### src/rtl/tdf_pkg.sv
// Shared constants and types of the trial division factoriser.
`default_nettype none

package tdf_pkg;

    localparam int VALUE_BITS  = 31;
    localparam int MAX_FACTORS = 30;
    localparam int IDX_BITS    = 5;
    localparam int CNT_BITS    = $clog2(VALUE_BITS);
    localparam int NUM_BITS    = $clog2(MAX_FACTORS + 1);

    typedef logic [VALUE_BITS-1:0] value_t;
    typedef logic [IDX_BITS-1:0]   index_t;

    typedef enum logic [3:0] {
        S_IDLE  = 4'b0001,
        S_DIV   = 4'b0010,
        S_CHECK = 4'b0100,
        S_EMIT  = 4'b1000
    } state_t;

endpackage

`default_nettype wire

### src/rtl/tdf_if.sv
// Valid/ready channel interfaces for the factoriser input and result streams.
`default_nettype none

interface tdf_in_if
    import tdf_pkg::*;
();
    logic   valid;
    logic   ready;
    value_t value_in;

    modport source (output valid, output value_in, input ready);
    modport sink   (input valid, input value_in, output ready);
endinterface

interface tdf_out_if
    import tdf_pkg::*;
();
    logic   valid;
    logic   ready;
    value_t prime_factor;
    index_t factor_index;
    logic   is_last;

    modport source (output valid, output prime_factor, output factor_index,
                    output is_last, input ready);
    modport sink   (input valid, input prime_factor, input factor_index,
                    input is_last, output ready);
endinterface

`default_nettype wire

### src/rtl/trial_division_factorizer_core.sv
// Trial division prime factoriser with a bit-serial restoring divider.
//
// Usage: one value is taken on in_ch (valid/ready transfer) while the core is
// idle. Its prime factors leave on out_ch in ascending order, with repeats,
// one transfer per factor; factor_index counts from 0 and is_last marks the
// final factor. An input of 0 or 1 yields a single result with factor 0,
// index 0 and is_last set.
// Timing: every trial divisor costs one pass of the shared divider, which
// retires one quotient bit per cycle, followed by a decision step. A run tries
// divisors up to the square root of the remaining value. A new input is
// taken once the last result sits in the output register, even while the
// receiver has not yet taken it.
// Stall: a full output register that the receiver does not take holds the
// core in its emit step; nothing is dropped.
// Reset (rst_n low, asynchronous): the core returns to idle and the output
// register is emptied.
`default_nettype none

module trial_division_factorizer_core
    import tdf_pkg::*;
(
    input  wire logic   clk,
    input  wire logic   rst_n,
    tdf_in_if.sink      in_ch,
    tdf_out_if.source   out_ch
);

    state_t                state_reg, state_next;
    value_t                rem_reg, rem_next;
    value_t                d_reg, d_next;
    value_t                dq_reg, dq_next;
    value_t                acc_reg, acc_next;
    logic [CNT_BITS-1:0]   cnt_reg, cnt_next;
    logic [NUM_BITS-1:0]   n_reg, n_next;
    value_t                pend_factor_reg, pend_factor_next;
    logic                  pend_last_reg, pend_last_next;

    logic                  out_valid_reg, out_valid_next;
    value_t                out_factor_reg, out_factor_next;
    index_t                out_index_reg, out_index_next;
    logic                  out_last_reg, out_last_next;

    logic [VALUE_BITS:0]   trial;
    logic [VALUE_BITS:0]   diff;
    logic                  out_free;
    logic                  in_xfer;
    logic                  out_xfer;

    assign trial    = {acc_reg, dq_reg[VALUE_BITS-1]};
    assign diff     = trial - {1'b0, d_reg};
    assign out_free = !out_valid_reg || out_ch.ready;
    assign in_xfer  = in_ch.valid && in_ch.ready;
    assign out_xfer = out_valid_reg && out_ch.ready;

    assign in_ch.ready         = (state_reg == S_IDLE);
    assign out_ch.valid        = out_valid_reg;
    assign out_ch.prime_factor = out_factor_reg;
    assign out_ch.factor_index = out_index_reg;
    assign out_ch.is_last      = out_last_reg;

    always_comb
    begin
        state_next       = state_reg;
        rem_next         = rem_reg;
        d_next           = d_reg;
        dq_next          = dq_reg;
        acc_next         = acc_reg;
        cnt_next         = cnt_reg;
        n_next           = n_reg;
        pend_factor_next = pend_factor_reg;
        pend_last_next   = pend_last_reg;
        out_valid_next   = out_valid_reg && !out_ch.ready;
        out_factor_next  = out_factor_reg;
        out_index_next   = out_index_reg;
        out_last_next    = out_last_reg;

        unique case (state_reg)
            S_IDLE:
            begin
                if (in_xfer)
                begin
                    n_next = '0;
                    d_next = value_t'(2);
                    if (in_ch.value_in < value_t'(2))
                    begin
                        rem_next         = in_ch.value_in;
                        pend_factor_next = '0;
                        pend_last_next   = 1'b1;
                        state_next       = S_EMIT;
                    end
                    else
                    begin
                        rem_next   = in_ch.value_in;
                        dq_next    = in_ch.value_in;
                        acc_next   = '0;
                        cnt_next   = CNT_BITS'(VALUE_BITS - 1);
                        state_next = S_DIV;
                    end
                end
            end
            S_DIV:
            begin
                // one restoring step: keep the difference unless it borrowed
                if (!diff[VALUE_BITS])
                    acc_next = diff[VALUE_BITS-1:0];
                else
                    acc_next = trial[VALUE_BITS-1:0];
                dq_next  = {dq_reg[VALUE_BITS-2:0], !diff[VALUE_BITS]};
                cnt_next = cnt_reg - 1'b1;
                if (cnt_reg == '0)
                    state_next = S_CHECK;
            end
            S_CHECK:
            begin
                priority if (d_reg > dq_reg)
                begin
                    // divisor squared exceeds the remainder: it is prime
                    pend_factor_next = rem_reg;
                    pend_last_next   = 1'b1;
                    rem_next         = value_t'(1);
                    state_next       = S_EMIT;
                end
                else if (acc_reg == '0)
                begin
                    pend_factor_next = d_reg;
                    pend_last_next   = (dq_reg == value_t'(1)) ||
                                       (n_reg == NUM_BITS'(MAX_FACTORS - 1));
                    rem_next         = dq_reg;
                    state_next       = S_EMIT;
                end
                else
                begin
                    d_next     = d_reg + value_t'(1);
                    dq_next    = rem_reg;
                    acc_next   = '0;
                    cnt_next   = CNT_BITS'(VALUE_BITS - 1);
                    state_next = S_DIV;
                end
            end
            S_EMIT:
            begin
                if (out_free)
                begin
                    out_valid_next  = 1'b1;
                    out_factor_next = pend_factor_reg;
                    out_index_next  = IDX_BITS'(n_reg);
                    out_last_next   = pend_last_reg;
                    if (pend_factor_reg != '0)
                        n_next = n_reg + 1'b1;
                    if (pend_last_reg)
                    begin
                        state_next = S_IDLE;
                    end
                    else
                    begin
                        // same divisor again on the quotient
                        dq_next    = rem_reg;
                        acc_next   = '0;
                        cnt_next   = CNT_BITS'(VALUE_BITS - 1);
                        state_next = S_DIV;
                    end
                end
            end
            default:
            begin
                state_next = S_IDLE;
            end
        endcase
    end

    always_ff @(posedge clk or negedge rst_n)
    begin
        if (!rst_n)
        begin
            state_reg     <= S_IDLE;
            out_valid_reg <= 1'b0;
            n_reg         <= '0;
            cnt_reg       <= '0;
            d_reg         <= value_t'(2);
            rem_reg       <= '0;
        end
        else
        begin
            state_reg     <= state_next;
            out_valid_reg <= out_valid_next;
            n_reg         <= n_next;
            cnt_reg       <= cnt_next;
            d_reg         <= d_next;
            rem_reg       <= rem_next;
        end
    end

    always_ff @(posedge clk)
    begin
        dq_reg          <= dq_next;
        acc_reg         <= acc_next;
        pend_factor_reg <= pend_factor_next;
        pend_last_reg   <= pend_last_next;
        out_factor_reg  <= out_factor_next;
        out_index_reg   <= out_index_next;
        out_last_reg    <= out_last_next;
    end

    a_div_rem_below_divisor: assert property (@(posedge clk) disable iff (!rst_n)
        (state_reg == S_DIV) |-> (acc_reg < d_reg))
        else $error("partial remainder not below divisor");

    a_divisor_at_least_two: assert property (@(posedge clk) disable iff (!rst_n)
        (state_reg != S_IDLE) |-> (d_reg >= value_t'(2)))
        else $error("trial divisor below two during a run");

    a_run_open_after_non_last: assert property (@(posedge clk) disable iff (!rst_n)
        (out_xfer && !out_last_reg) |-> (state_reg != S_IDLE))
        else $error("run closed before its last factor");

    a_count_bounded: assert property (@(posedge clk) disable iff (!rst_n)
        in_xfer |=> (n_reg == '0))
        else $error("factor count not cleared at input transfer");

endmodule

`default_nettype wire
### src/flat_wrapper.sv
// flat-port wrapper written by rule: the top's interface ports become plain ports
module trial_division_factorizer_core_flat import tdf_pkg::*;
  (clk, rst_n, in_ch_valid, in_ch_value_in, in_ch_ready, out_ch_valid, out_ch_prime_factor, out_ch_factor_index, out_ch_is_last, out_ch_ready);
  tdf_in_if in_ch_i ();
  tdf_out_if out_ch_i ();
  input  wire logic clk;
  input  wire logic rst_n;
  input wire logic [$bits(in_ch_i.valid)-1:0] in_ch_valid;
  input wire logic [$bits(in_ch_i.value_in)-1:0] in_ch_value_in;
  output wire logic [$bits(in_ch_i.ready)-1:0] in_ch_ready;
  output wire logic [$bits(out_ch_i.valid)-1:0] out_ch_valid;
  output wire logic [$bits(out_ch_i.prime_factor)-1:0] out_ch_prime_factor;
  output wire logic [$bits(out_ch_i.factor_index)-1:0] out_ch_factor_index;
  output wire logic [$bits(out_ch_i.is_last)-1:0] out_ch_is_last;
  input wire logic [$bits(out_ch_i.ready)-1:0] out_ch_ready;
  assign in_ch_i.valid = in_ch_valid;
  assign in_ch_i.value_in = in_ch_value_in;
  assign in_ch_ready = in_ch_i.ready;
  assign out_ch_valid = out_ch_i.valid;
  assign out_ch_prime_factor = out_ch_i.prime_factor;
  assign out_ch_factor_index = out_ch_i.factor_index;
  assign out_ch_is_last = out_ch_i.is_last;
  assign out_ch_i.ready = out_ch_ready;
  trial_division_factorizer_core u_core (.clk(clk), .rst_n(rst_n), .in_ch(in_ch_i), .out_ch(out_ch_i));
endmodule
### config.mk
export PLATFORM = sky130hd
export DESIGN_NAME = trial_division_factorizer_core_flat
export DESIGN_NICKNAME = d
export VERILOG_FILES = /design/src/rtl/tdf_pkg.sv /design/src/rtl/tdf_if.sv /design/src/rtl/trial_division_factorizer_core.sv /design/src/flat_wrapper.sv
export SDC_FILE = /design/constraint.sdc
export NUM_CORES = 1
export LEC_CHECK = 0
export BUFFER_PORTS_ARGS = -buffer_cell sky130_fd_sc_hd__buf_4
export CAP_MARGIN = 20
export CORE_MARGIN = 2
export CORE_UTILIZATION = 60
export CTS_BUF_LIST = sky130_fd_sc_hd__clkbuf_8
export CTS_CLUSTER_DIAMETER = 100
export CTS_CLUSTER_SIZE = 10
export DETAILED_ROUTE_END_ITERATION = 10
export PLACE_DENSITY = 0.79
export SYNTH_ARGS = -nofsm -noshare
export SYNTH_HDL_FRONTEND = slang
export SYNTH_SLANG_ARGS = --single-unit
### constraint.sdc
create_clock -name clk -period 12.8 [get_ports clk]
set_clock_uncertainty 0.05 [all_clocks]
set_input_delay 1.28 -clock clk [delete_from_list [all_inputs] [get_ports clk]]
set_output_delay 1.28 -clock clk [all_outputs]
set_load 0.03 [all_outputs]
==> qor.json <==
{
  "outcome": {"value": "finished clean"},
  "pre_cts_slack": {"value": 8410, "unit": "ps"},
  "synth.avg_cell_area": {"value": 9.025, "unit": "um2"},
  "top_level_pins": {"value": 74},
  "crit_path_max_fanout": {"value": 34},
  "tightest_slew": {"value": 1056, "unit": "ps"},
  "clkSlewWorstSetupHoldPaths": {"value": 80, "unit": "ps"},
  "syn-num-nets": {"value": 1527},
  "synth_sequential_area_ratio": {"value": 45.62, "unit": "%"},
  "max_slew_margin": {"value": 29.62, "unit": "%"},
  "pwr-share-comb": {"value": 49.2, "unit": "%"},
  "timing.final.hold_violations": {"value": 0},
  "synth-warning-count": {"value": 0},
  "drv.max_cap_violation_count": {"value": 0},
  "synth.ff_latch_count": {"value": 208},
  "drt_drc_violations_left": {"value": 0},
  "cts_setup_buffers": {"value": 0},
  "initial_core_util": {"value": 61.13, "unit": "%"},
  "timing.critical_path.slowest_stage_cell": {"value": "sky130_fd_sc_hd__clkinv_1"},
  "path_delay_family": {"value": "simple AND/OR/NAND/NOR gates"},
  "gp_congestion": {"value": 0.9484},
  "detail_route.wl_per_cell": {"value": 20.48, "unit": "um"},
  "flow.area_growth_from_synthesis": {"value": 9.581, "unit": "%"},
  "totalWireLength": {"value": 35940, "unit": "um"},
  "worst_path_most_repeated_cell": {"value": "sky130_fd_sc_hd__buf_4"},
  "netSwitchingFraction": {"value": 43.69, "unit": "%"},
  "setup_violations_final": {"value": 0},
  "vias_per_cell": {"value": 6.509},
  "tritoncts": {"value": "yes"},
  "layout-drive-gt1-share": {"value": 10.08, "unit": "%"},
  "max_stage_delay": {"value": 970, "unit": "ps"},
  "crit_chain": {"value": "nor4_1, nand4_1, buf_4, nor2_1, clkinv_1, nand3_1, o21ai_0, nor2_2, buf_4"},
  "finalCoreUtilization": {"value": 66.99, "unit": "%"},
  "holdBufCountCts": {"value": 0},
  "synthesis.area": {"value": 12850, "unit": "um2"},
  "cp.arrival": {"value": 4630, "unit": "ps"},
  "placed_cells_incl_taps": {"value": 1708},
  "setup.worst_path.start_class": {"value": "flop"},
  "timing.final.max_slew_violations": {"value": 0},
  "finalNetCount": {"value": 1563},
  "die_w": {"value": 150.4, "unit": "um"},
  "internal-power": {"value": 0.001787, "unit": "W"},
  "ctsLongestPathBuffers": {"value": 3},
  "dp_hpwl": {"value": 25670, "unit": "um"},
  "critPathBufInv": {"value": 3},
  "cts.repair.resized": {"value": 0},
  "fp-row-count": {"value": 53},
  "type_of_destination_of_the_critical_path": {"value": "flop"},
  "holdWs": {"value": 408.2, "unit": "ps"},
  "synth_enable_flop_cells": {"value": 131},
  "min_period": {"value": 4481, "unit": "ps"},
  "final_min_period_over_clock_period": {"value": 35.01, "unit": "%"},
  "crit_type": {"value": "reg2reg"},
  "all_layer_global_routing_usage": {"value": 31.80, "unit": "%"},
  "drt-pass1-iter-count": {"value": 6},
  "instances_no_fill": {"value": 1755},
  "cts_num_sinks": {"value": 208},
  "antenna_found_initial": {"value": 3},
  "grt_start_max_net_pins": {"value": 100},
  "hold_path.class": {"value": "reg2reg"},
  "worstPathRequired": {"value": 12950, "unit": "ps"},
  "cts_made_buffers": {"value": 24},
  "clock_power_share": {"value": 13.4, "unit": "%"},
  "pwr_density_cell": {"value": 225.4, "unit": "nW/um2"},
  "max_freq": {"value": 0.2232, "unit": "GHz"},
  "core_area": {"value": 21020, "unit": "um2"},
  "antenna_left": {"value": 0},
  "grt_first_pass_wirelength": {"value": 56770, "unit": "um"},
  "cts_max_level": {"value": 1},
  "post-route-worst-setup-slack": {"value": 8319, "unit": "ps"},
  "port_buffers": {"value": 73},
  "proportion_of_power_drawn_by_flip_flops_and_latches": {"value": 37.4, "unit": "%"},
  "dr_total_vias": {"value": 11423},
  "cts.root.buffer_cell": {"value": "sky130_fd_sc_hd__clkbuf_8"},
  "overflow": {"value": 0},
  "initialDrtViolationCount": {"value": 1426},
  "p_switching": {"value": 0.001387, "unit": "W"},
  "tns": {"value": 0, "unit": "ps"},
  "worstSkewPairLatency": {"value": 570, "unit": "ps"},
  "irDropWorstVdd": {"value": 0.1534, "unit": "mV"},
  "grt_pass1_vias": {"value": 10663},
  "asr_flop_ratio_synth": {"value": 37.02, "unit": "%"},
  "grt_setup_unrepaired": {"value": "no"},
  "power.leakage": {"value": 5.461, "unit": "nW"},
  "die_height": {"value": 150.4, "unit": "um"},
  "total_die_area": {"value": 22610, "unit": "um2"},
  "yosys.cell_types.count": {"value": 77},
  "postSynth.topFlopCell": {"value": "sky130_fd_sc_hd__edfxtp_1"},
  "syn_inst": {"value": 1424}
}
[Yosys cell counts, types with 5 or more instances]
library cell / instances / area (um2)
sky130_fd_sc_hd__a21oi_1: 189 / 945.9
sky130_fd_sc_hd__nor2_1: 171 / 641.9
sky130_fd_sc_hd__nand2_1: 154 / 578.1
sky130_fd_sc_hd__edfxtp_1: 131 / 3934
sky130_fd_sc_hd__inv_1: 81 / 304.0
sky130_fd_sc_hd__dfrtp_1: 75 / 1877
sky130_fd_sc_hd__o21ai_0: 70 / 350.3
sky130_fd_sc_hd__ha_1: 67 / 838.3
sky130_fd_sc_hd__clkbuf_1: 66 / 247.7
sky130_fd_sc_hd__nor3_1: 49 / 245.2
sky130_fd_sc_hd__nor4_1: 40 / 250.2
sky130_fd_sc_hd__a221oi_1: 32 / 280.3
sky130_fd_sc_hd__mux2i_1: 30 / 300.3
sky130_fd_sc_hd__nand4_1: 29 / 181.4
sky130_fd_sc_hd__xnor2_1: 24 / 210.2
sky130_fd_sc_hd__a21o_1: 22 / 165.2
sky130_fd_sc_hd__nand3_1: 21 / 105.1
sky130_fd_sc_hd__o31ai_1: 13 / 97.59
sky130_fd_sc_hd__or3_1: 13 / 81.33
sky130_fd_sc_hd__and3_1: 10 / 62.56
sky130_fd_sc_hd__buf_2: 9 / 45.04
sky130_fd_sc_hd__nor2b_1: 9 / 56.30
sky130_fd_sc_hd__o21a_1: 9 / 67.56
sky130_fd_sc_hd__or4_1: 9 / 67.56
sky130_fd_sc_hd__xor2_1: 9 / 78.83
sky130_fd_sc_hd__a31o_2: 6 / 52.55
sky130_fd_sc_hd__a31oi_1: 5 / 31.28
[layer usage]
| metal | vias to the layer above | track usage (%) | share of wire (%) |
|---|---|---|---|
| met3 | 102 | 5.515 | 9.6 |
| li1 | 5285 | - | - |
| met1 | 5415 | 44.98 | 41 |
| met5 | - | 0 | 0 |
| met2 | 621 | 50.20 | 46 |
| met4 | 0 | 10.05 | 3.3 |
[path summary, 6_finish.rpt]
path	start	to	slack (ps)	cells past startpoint
hold / removal	u_core.pend_factor_reg[1]	u_core.out_ch.prime_factor[1]	410	0
min in group asynchronous	rst_n	u_core.rem_reg[19]	600	1
hold reg to reg	u_core.pend_factor_reg[1]	u_core.out_ch.prime_factor[1]	410	0
max in group asynchronous	rst_n	u_core.d_reg[27]	11080	2
setup reg to reg	u_core.acc_reg[16]	u_core.pend_factor_reg[20]	8320	9
setup / recovery	u_core.acc_reg[16]	u_core.pend_factor_reg[20]	8320	9
[cells in the final DEF, fill, tap and decap left out, drive strengths merged, types with 3 or more instances in the layout]
cell / n
a21oi: 189
nor2: 171
nand2: 154
edfxtp: 131
inv: 100
buf: 91
dfrtp: 75
o21ai: 72
ha: 67
nor3: 49
nor4: 41
a221oi: 32
mux2i: 30
nand4: 29
clkbuf: 25
xnor2: 24
a21o: 22
nand3: 22
or3: 13
o31ai: 13
and3: 10
o21a: 9
nor2b: 9
or4: 9
xor2: 9
a31o: 6
a31oi: 5
or4b: 5
nor4b: 5
a211oi: 4
nand2b: 4
o211ai: 3
o211a: 3
mux2: 3
a211o: 3
o22ai: 3
[layout make-up]
| cell class | instances | area, um2 |
|---|---|---|
| antenna | 2 | 5.005 |
| inverter | 82 | 307.8 |
| tap | 275 | 344.1 |
| multi-input combinational | 1053 | 6419 |
| fill | 1733 | 6939 |
| timing repair buffer | 91 | 723.2 |
| sequential | 208 | 5863 |
| clock inverter | 19 | 76.32 |
| clock buffer | 25 | 344.1 |
[kinds of logic (layout without fill, tap and decap cells)]
logic type,count (synthesis),in the layout,synth area share (%)
and+or+nand+nor,531,531,19.55
buffers and inverters,163,217,4.995
xor gates and xnor gates,33,33,2.249
DFF,208,208,45.62
AOI/OAI and AO/OA,388,388,18.30
muxes,33,33,2.600
other,0,2,0
adders and majority gates,68,68,6.679
[power by group through the flow]
stage	combinational (W)	clock, W	sequential (W)
final	0.00156	0.000425	0.00119
after global routing	0.00172	0.000454	0.00121
after floorplan	0.00116	0	0.00115
after detailed placement	0.00152	0	0.00119
after CTS	0.00152	0.000427	0.00118
after global placement	0.00148	0	0.00118
[through the flow]
stage                     area (um2)  power [W]
after floorplan                12850   0.002308
after global placement         13600   0.002657
after detailed placement       13630   0.002707
after CTS                      14050   0.003131
after global routing           14080   0.003383
final                          14080   0.003174
Note: power is estimated with default switching activity, not from simulation.
